`config.mk`:
```
export PLATFORM = sky130hd
export DESIGN_NAME = timestamped_sample_slot_buffer_top
export DESIGN_NICKNAME = d
export VERILOG_FILES = /design/src/sv/tsb_pkg.sv /design/src/sv/timestamped_sample_slot_buffer_top.sv /design/src/sv/tsb_slot_mem.sv /design/src/sv/tsb_occ.sv
export SDC_FILE = /design/constraint.sdc
export NUM_CORES = 1
export LEC_CHECK = 0
export BUFFER_PORTS_ARGS = -buffer_cell sky130_fd_sc_hd__buf_2
export CAP_MARGIN = 10
export CORE_UTILIZATION = 35
export DETAILED_ROUTE_END_ITERATION = 6
export MAX_ROUTING_LAYER = met4
export SETUP_SLACK_MARGIN = 0.05
export SLEW_MARGIN = 10
export SYNTH_ARGS = -nofsm -noshare
export SYNTH_HDL_FRONTEND = slang
export SYNTH_SLANG_ARGS = --single-unit
```
`constraint.sdc`:
```
create_clock -name clk_i -period 15.5 [get_ports clk_i]
set_input_delay 1.55 -clock clk_i [delete_from_list [all_inputs] [get_ports clk_i]]
set_output_delay 1.55 -clock clk_i [all_outputs]
set_load 0.01 [all_outputs]
```
`src/sv/tsb_pkg.sv`:
```
// Shared types and constants for the timestamped sample slot buffer.
// No dependencies; imported by the top level and the slot memory.
package tsb_pkg;

  localparam int unsigned SlotCountDef = 16;

  typedef enum logic [1:0] {
    OpStore = 2'd0,
    OpRead  = 2'd1,
    OpClear = 2'd2,
    OpNone  = 2'd3
  } op_e;

  typedef enum logic [1:0] {
    StOk        = 2'd0,
    StZeroStamp = 2'd1,
    StFull      = 2'd2,
    StRange     = 2'd3
  } status_e;

  typedef struct packed {
    op_e         op;
    logic [31:0] time_stamp;
    logic [31:0] sample_value;
    logic [3:0]  slot_index;
  } req_t;

  typedef struct packed {
    status_e     status;
    logic [3:0]  slot_used;
    logic [31:0] read_value;
    logic [31:0] read_stamp;
    logic        next_found;
    logic [3:0]  next_index;
    logic [4:0]  occupied_count;
  } rsp_t;

  typedef struct packed {
    logic [31:0] value;
    logic [31:0] stamp;
  } slot_t;

endpackage

```
`src/sv/timestamped_sample_slot_buffer_top.sv`:
```
// Top level of the timestamped sample slot buffer: request decode and result.
// Depends on tsb_pkg, tsb_slot_mem and tsb_occ.
//
// Each item is accepted at a clock edge where start is high and busy is low;
// busy then goes high while the registered slot memory read completes, and
// the result appears with done_o while busy is high. Because busy stays high
// until the result is shown, the block cannot accept a new item before it is
// through with the last one. The result is shown for exactly
// one cycle and must be taken then; the receiver cannot stall the block.
// Occupancy lives in one flop per slot, so reset leaves every slot free at
// once with no clearing pass.
module timestamped_sample_slot_buffer_top #(
  parameter int unsigned SLOT_COUNT = tsb_pkg::SlotCountDef
) (
  input  logic          clk_i,
  input  logic          rst_ni,
  input  logic          start,
  input  tsb_pkg::req_t req_i,
  output logic          busy,
  output logic          done_o,
  output tsb_pkg::rsp_t rsp_o
);
  import tsb_pkg::*;

  localparam int unsigned AddrW  = (SLOT_COUNT > 1) ? $clog2(SLOT_COUNT) : 1;
  localparam int unsigned IdxW   = (AddrW > 4) ? AddrW : 4;
  localparam int unsigned CountW = $clog2(SLOT_COUNT + 1);

  logic                  accept;
  logic [IdxW-1:0]       idx_ext;
  logic [AddrW-1:0]      addr;
  logic                  in_range;

  logic [SLOT_COUNT-1:0] occ;
  logic                  full;
  logic [AddrW-1:0]      free_idx;
  logic                  any_occ;
  logic [AddrW-1:0]      first_idx;
  logic [CountW-1:0]     count;

  logic                  occ_set, occ_clr, mem_we, mem_re;
  logic [AddrW-1:0]      occ_idx;
  slot_t                 wdata, rdata;

  status_e               status_d, status_q;
  logic [3:0]            used_d, used_q;
  logic                  rd_d, rd_q;
  logic                  pend_q;

  assign accept   = start && !busy;
  assign idx_ext  = IdxW'(req_i.slot_index);
  assign addr     = idx_ext[AddrW-1:0];
  assign in_range = 32'(req_i.slot_index) < SLOT_COUNT;

  assign wdata.value = req_i.sample_value;
  assign wdata.stamp = req_i.time_stamp;

  always_comb begin
    status_d = StOk;
    used_d   = '0;
    rd_d     = 1'b0;
    occ_set  = 1'b0;
    occ_clr  = 1'b0;
    mem_we   = 1'b0;
    mem_re   = 1'b0;
    occ_idx  = addr;
    unique case (req_i.op)
      OpStore: begin
        occ_idx = free_idx;
        if (req_i.time_stamp == '0) begin
          status_d = StZeroStamp;
        end else if (full) begin
          status_d = StFull;
        end else begin
          used_d  = 4'(free_idx);
          occ_set = accept;
          mem_we  = accept;
        end
      end
      OpRead: begin
        used_d = req_i.slot_index;
        if (!in_range) begin
          status_d = StRange;
        end else begin
          rd_d   = occ[addr];
          mem_re = accept;
        end
      end
      OpClear: begin
        used_d = req_i.slot_index;
        if (!in_range) begin
          status_d = StRange;
        end else begin
          occ_clr = accept;
        end
      end
      default: begin
      end
    endcase
  end

  tsb_occ #(
    .SlotCount (SLOT_COUNT),
    .AddrW     (AddrW),
    .CountW    (CountW)
  ) u_occ (
    .clk_i       (clk_i),
    .rst_ni      (rst_ni),
    .set_i       (occ_set),
    .clr_i       (occ_clr),
    .idx_i       (occ_idx),
    .occ_o       (occ),
    .full_o      (full),
    .free_idx_o  (free_idx),
    .any_o       (any_occ),
    .first_idx_o (first_idx),
    .count_o     (count)
  );

  tsb_slot_mem #(
    .SlotCount (SLOT_COUNT),
    .AddrW     (AddrW)
  ) u_mem (
    .clk_i   (clk_i),
    .we_i    (mem_we),
    .waddr_i (free_idx),
    .wdata_i (wdata),
    .re_i    (mem_re),
    .raddr_i (addr),
    .rdata_o (rdata)
  );

  always_ff @(posedge clk_i or negedge rst_ni) begin
    if (!rst_ni) begin
      pend_q <= 1'b0;
    end else begin
      pend_q <= accept;
    end
  end

  always_ff @(posedge clk_i) begin
    if (accept) begin
      status_q <= status_d;
      used_q   <= used_d;
      rd_q     <= rd_d;
    end
  end

  assign busy   = pend_q;
  assign done_o = pend_q;

  assign rsp_o.status         = status_q;
  assign rsp_o.slot_used      = used_q;
  assign rsp_o.read_value     = rd_q ? rdata.value : '0;
  assign rsp_o.read_stamp     = rd_q ? rdata.stamp : '0;
  assign rsp_o.next_found     = any_occ;
  assign rsp_o.next_index     = 4'(first_idx);
  assign rsp_o.occupied_count = 5'(count);

endmodule

```
`src/sv/tsb_slot_mem.sv`:
```
// Slot memory: one write port, one read port, registered read data.
// Depends on tsb_pkg for the slot word type.
module tsb_slot_mem #(
  parameter int unsigned SlotCount = 16,
  parameter int unsigned AddrW     = 4
) (
  input  logic              clk_i,
  input  logic              we_i,
  input  logic [AddrW-1:0]  waddr_i,
  input  tsb_pkg::slot_t    wdata_i,
  input  logic              re_i,
  input  logic [AddrW-1:0]  raddr_i,
  output tsb_pkg::slot_t    rdata_o
);
  import tsb_pkg::*;

  slot_t mem [SlotCount];
  slot_t rdata_q;

  always_ff @(posedge clk_i) begin
    if (we_i) begin
      mem[waddr_i] <= wdata_i;
    end
  end

  always_ff @(posedge clk_i) begin
    if (re_i) begin
      rdata_q <= mem[raddr_i];
    end
  end

  assign rdata_o = rdata_q;

endmodule

```
`src/sv/tsb_occ.sv`:
```
// Occupancy tracker: one flop per slot, occupied count, lowest free and
// lowest occupied slot. Depends on no package items.
module tsb_occ #(
  parameter int unsigned SlotCount = 16,
  parameter int unsigned AddrW     = 4,
  parameter int unsigned CountW    = 5
) (
  input  logic              clk_i,
  input  logic              rst_ni,
  input  logic              set_i,
  input  logic              clr_i,
  input  logic [AddrW-1:0]  idx_i,
  output logic [SlotCount-1:0] occ_o,
  output logic              full_o,
  output logic [AddrW-1:0]  free_idx_o,
  output logic              any_o,
  output logic [AddrW-1:0]  first_idx_o,
  output logic [CountW-1:0] count_o
);

  logic [SlotCount-1:0] occ_q, occ_d;
  logic [CountW-1:0]    count_q, count_d;
  logic                 drop;

  assign drop = clr_i && occ_q[idx_i];

  always_comb begin
    occ_d   = occ_q;
    count_d = count_q;
    if (set_i) begin
      occ_d[idx_i] = 1'b1;
      count_d      = count_q + CountW'(1);
    end else if (drop) begin
      occ_d[idx_i] = 1'b0;
      count_d      = count_q - CountW'(1);
    end
  end

  always_ff @(posedge clk_i or negedge rst_ni) begin
    if (!rst_ni) begin
      occ_q   <= '0;
      count_q <= '0;
    end else begin
      occ_q   <= occ_d;
      count_q <= count_d;
    end
  end

  always_comb begin
    free_idx_o  = '0;
    first_idx_o = '0;
    for (int i = SlotCount - 1; i >= 0; i--) begin
      if (!occ_q[i]) begin
        free_idx_o = AddrW'(i);
      end
      if (occ_q[i]) begin
        first_idx_o = AddrW'(i);
      end
    end
  end

  assign full_o  = &occ_q;
  assign any_o   = |occ_q;
  assign occ_o   = occ_q;
  assign count_o = count_q;

endmodule

```
---- After elaboration in Yosys (flattened, before gate mapping) ----
Memory sizes are Yosys's and may differ from the RTL's. A register that Yosys moved wholly into a read port is not among the register bits.
Index checks and enable logic that the tools add are counted.
cells by class
  reduce and logical (&&, ||, !) cells .... 11
  mux-type cells .......................... 57
  magnitude comparators ................... 3
  shift-type cells ........................ 0
  add/subtract/negate cells ............... 2
  div/mod/pow operators ................... 0
  bitwise gates (word level) .............. 4
  eq/ne operators ......................... 2
  multipliers ............................. 0
operators with widths
  kind                                                                                  count
  4-bit two-way mux                                                                     35
  32-bit two-way mux                                                                    2
  32-bit logical NOT                                                                    1
  16-bit two-way mux                                                                    2
  16-bit bitwise AND                                                                    1
  16-bit NOT                                                                            1
  16-bit OR                                                                             1
  16-bit AND reduction                                                                  1
  16-bit OR reduction                                                                   1
  1-bit two-way mux                                                                     11
  4-bit by 5-bit < comparator with 1-bit output (second input constant)                 2
  5-bit two-way mux                                                                     2
  1-bit binary-select mux with 4-bit select                                             2
  4-bit one-hot mux with 2 select lines                                                 1
  5-bit by 1-bit adder with 5-bit output (second input constant)                        1
  5-bit by 1-bit subtractor with 5-bit output (second input constant)                   1
  1-bit demux with 4-bit select                                                         1
  4-bit by 1-bit greater-or-equal comparator with 1-bit output (second input constant)  1
  2-bit OR reduction                                                                    2
  1-bit logical AND                                                                     3
  2-bit by 1-bit == test with 1-bit output (second input constant)                      1
  2-bit == test (second input constant)                                                 1
  2-bit logical NOT                                                                     1
  2-bit two-way mux                                                                     1
  other kinds (3)                                                                       3
word-level totals
  input bits .............................. 73
  memory bits (writable) .................. 1,024
  logic and storage cells ................. 87
  memories kept ........................... 1
  flip-flop bits (word level) ............. 29
  latch bits .............................. 0
  ROM bits ................................ 0
memory list
  name       depth  width  rd ports  clocked after Yosys merged registers in  write ports  line                source
  u_mem.mem  16     64     1         1                                        1            tsb_slot_mem.sv:17  slot_t mem [SlotCount];

---- Logic depth before layout (Yosys ltp) ----
  depth in word-level cells ............... 25
  gate-level depth with buffers ........... 16
  gate-level depth less buffers ........... 13

---- Hierarchy ----
Synthesis repeated with hierarchy kept, for this count alone.
unflattened totals
  cell total of the unflattened synthesis .. 1,983
  area total of the unflattened synthesis .. 42,968.7 sq um
by module, submodules not included
  module                              cells an instance  area an instance (sq um)  times used
  tsb_slot_mem                        1,647              40,222.3                  1
  tsb_occ                             195                1,631.6                   1
  timestamped_sample_slot_buffer_top  141                1,114.8                   1

---- Worst setup path before layout ----
OpenSTA, ideal clock, no wires.
  path type ............................... input to register
  from .................................... in req_i[68] (netlist name)
  to ...................................... mem u_mem.mem[12][0] (netlist name) (enable)
  data required time ...................... 15,014 ps
  arrival time ............................ 5,903 ps
  cell stages on the path ................. 12
  setup slack ............................. 9,110 ps
  path through ............................ inv_1 -> ha_1 -> buf_2 -> o21ai_0 -> a21oi_1 -> and2_1 -> buf_2 -> inv_1 -> buf_2 -> nor3_1 -> nand3_1 -> nor2_1
between the ends
  longest elaborated chain between the ends .. 4
RTL lines
  item                                     line                                      source
  start: declaration                       timestamped_sample_slot_buffer_top.sv:18  input tsb_pkg::req_t req_i,
  2-bit logical NOT                        timestamped_sample_slot_buffer_top.sv:67  unique case (req_i.op)
  1-bit two-way mux                        timestamped_sample_slot_buffer_top.sv:67
  1-bit two-way mux                        tsb_slot_mem.sv:21                        if (we_i) begin
  1-bit two-way mux (not written as such)  tsb_slot_mem.sv:22                        mem[waddr_i] <= wdata_i;
  end: declaration                         tsb_slot_mem.sv:17
Every way passes these cells.

---- Worst setup path after layout ----
  from .................................... in req_i[55] (netlist name)
  to ...................................... mem u_mem.mem[13][17] (netlist name) (enable)
between the ends
  longest elaborated chain between the ends .. 5
RTL lines
  item                                     line                                      source
  32-bit logical NOT                       timestamped_sample_slot_buffer_top.sv:70  if (req_i.time_stamp == '0) begin
  1-bit two-way mux                        timestamped_sample_slot_buffer_top.sv:70
  1-bit two-way mux                        timestamped_sample_slot_buffer_top.sv:67
  1-bit two-way mux                        tsb_slot_mem.sv:21
  1-bit two-way mux (not written as such)  tsb_slot_mem.sv:22
Every way passes these cells.

==> results_dict.tcl <==
set metrics [dict create \
    netlist.area_leader.share_pct 76.2 \
    final_nets 2140 \
    clk_path_buf_depth 3 \
    setup_viol_count_final 0 \
    ys_seq_area_share_pct 77.5 \
    p_leak_nw 15.5 \
    utilization_pct 40.6 \
    outcome "completed" \
    hold_class "reg -> reg" \
    coreArea_um2 122000 \
    grt_pass1_wl_um 146000 \
    cts_buffers 111 \
    synth_top_area_cell "edfxtp_1" \
    fin_crit_ps 5570 \
    firstDrtPassIters 5 \
    die_area_um2 125000 \
    ios 155 \
    cts_sinks 1117 \
    total_power_mw 6.60 \
    post_cts_resized 0 \
    crit_path_start_kind "primary input" \
    postCtsHoldBufs 0 \
    synthTopCellsByArea "edfxtp_1 (76%), mux4_2 (17%), dfrtp_1 (1.3%)" \
    powerDensity_nw_per_um2 133 \
    r2r_end "u_mem.mem[13][17]" \
    fin_crit_sh_pct 36.0 \
    grt_max_degree 82 \
    fillers 10686 \
    syn_area_per_cell_um2 23.2 \
    report.final.slew_viol_count 0 \
    crit_fanout 48 \
    cts_root_buffer "clkbuf_16" \
    final_hold_viol_count 0 \
    syn_to_final_growth_pct 14.8 \
    criticalPathCategory "in -> reg" \
    synthTopCellsByCount "edfxtp_1 (1,095), mux4_2 (325), and2_1 (69), clkbuf_1 (48), nor2_1 (48)" \
    crit_path_start "req_i[55]" \
    synth-edff-count 1095 \
    syn_nets 1941 \
    grt_overflow 0 \
    wl_per_cell_um 26.6 \
    clkTransAtPathRegs_ps 60 \
    worst_skew_pair.late_latency_ps 700 \
    via_per_inst 5.30 \
    drc 0 \
    place_congestion 0.780 \
    wirelength_um 101000 \
    h-tree-depth 3 \
    initialDrtViolationCount 2133 \
    reg2reg_depth 9 \
    syn-instance-count 1860 \
    start_util_pct 35.4 \
    rsz0062_at_grt "no" \
    die_y_um 353 \
    ir_drop_uv 94.0 \
    reg2reg_slack_ps 10900 \
    setup-tns-final_ps 0 \
    slew_headroom_pct 25.0 \
    hpwl_um 55600 \
    drive_gt1_share_pct 33.0 \
    netlist_area_um2 43200 \
    tightestPinTransition_ps 1120 \
    grt_usage_pct 16.6 \
    cts_tree "yes" \
    grt_pass1_vias 20827 \
    endpoint_kind "register" \
    num_rows 128 \
    antenna_found_initial 22 \
    ys_ff_latch 1117 \
    die_w_um 353 \
    ys_dominant_reg_cell "edfxtp_1" \
    drtAntennaViolNets 0 \
    crit_required_ps 15810 \
    yosysMostFrequentCell "edfxtp_1" \
    maxCapViolCount 0 \
    critical_path_arrival_ps 5880 \
    timing.fmax_mhz 179 \
    async_flop_share_pct 1.97 \
    vias 20053 \
    post_cts_buffers 0 \
    synth_cell_type_count 70 \
    port_buffers 154 \
    yosysWarningCount 0 \
    clock_skew_ps 69.1 \
    worstSetupEndpoint "u_mem.mem[13][17]" \
]
-- worst min path at each step --
stage                          start               end  slack, ps  depth (start not counted)
global route        u_occ.count_o[3]  u_occ.count_o[3]        640                          2
finish              u_occ.count_o[3]  u_occ.count_o[3]        600                          2
detailed placement  u_occ.count_o[3]  u_occ.count_o[3]        600                          2
floorplan                   register          register        570                          2
global placement    u_occ.count_o[3]  u_occ.count_o[3]        600                          2
CTS                 u_occ.count_o[3]  u_occ.count_o[3]        610                          2
-- cell type report --
cell class	count	area (um^2)	share of cell area (%)
Sequential cell	1117	33400	67.5
Multi-Input combinational cell	631	9370	18.9
Clock buffer	129	2870	5.79
Tap cell	1625	2030	4.10
Timing Repair Buffer	185	1030	2.08
Clock inverter	76	742	1.50
Inverter	13	48.8	0.0985
Antenna cell	9	22.5	0.0455
-- routing by layer --
layer	up-vias	part of all wire, %	GRT usage (%)
li1	8347	-	-
met1	10841	43	22.6
met2	712	49	26.1
met3	153	5.9	2.54
met4	0	2.4	4.25
met5	-	0	-
-- where the power goes --
part	switching [mW]	leakage, nW	internal (mW)
sequential	0.0605	10.1	3.39
clock	1.14	1.76	1.51
combinational	0.304	3.66	0.194
total	1.51	15.5	5.09
-- cell usage in the layout, fill, tap and decap left out, types with 8 or more instances in the layout --
master     synthesis  routed
a21oi_1           19      19
and2_1            69      68
buf_2             16     150
buf_4              3      32
bufinv_16          0      11
clkbuf_1          48      17
clkbuf_16          0     112
clkinv_1           0      26
clkinv_2           0      21
dfrtp_1           22      22
diode_2            0       9
edfxtp_1        1095    1095
inv_1             11      11
mux4_2           325     325
nand2_1           31      31
nand3_1            9       9
nor2_1            48      32
nor2_4             1      17
nor3_1             8       8
nor4_1            11      11
o21ai_0           10      10
-- critical path, stage by stage --
cell and delay (ps):
buf_2 270, nor4_1 180, nand4_1 350, o21ai_0 270, a21oi_1 320, and2_1 440, inv_1 340, nor3_1 280
nand3_1 380, nor2_4 580, buf_4 850
-- cell families (layout without fill, tap and decap cells) --
| logic type | after synthesis | after routing | synth area share (%) |
|---|---|---|---|
| buffers and inverters | 112 | 403 | 1.10 |
| xor gates and xnor gates | 2 | 2 | 0.0406 |
| DFF | 1117 | 1117 | 77.5 |
| other | 0 | 9 | 0 |
| adders and majority gates | 8 | 8 | 0.249 |
| AOI/OAI and AO/OA | 85 | 85 | 1.48 |
| and+or+nand+nor | 207 | 207 | 2.58 |
| muxes | 329 | 329 | 17.1 |
-- sequential cells by signal, indices dropped and copies added (netlist names), named ones only --
name,flops
busy,1
rd_q,1
status_q,2
u_mem.mem,1024
u_mem.rdata_o,64
u_occ.count_o,5
used_q,4
-- through the flow --
step           std cells  hold slack [ps]  setup slack (ps)  area, um^2
6_report            3785              604              9930       49500
5_1_grt             3782              635              9660       49500
4_1_cts             3776              607              9900       49500
3_5_place_dp        3571              599              9210       45900
3_3_place_gp        3571              603              9350       45900
2_1_floorplan       1860              573              9110       43200
Note: power is estimated with default switching activity, not from simulation.
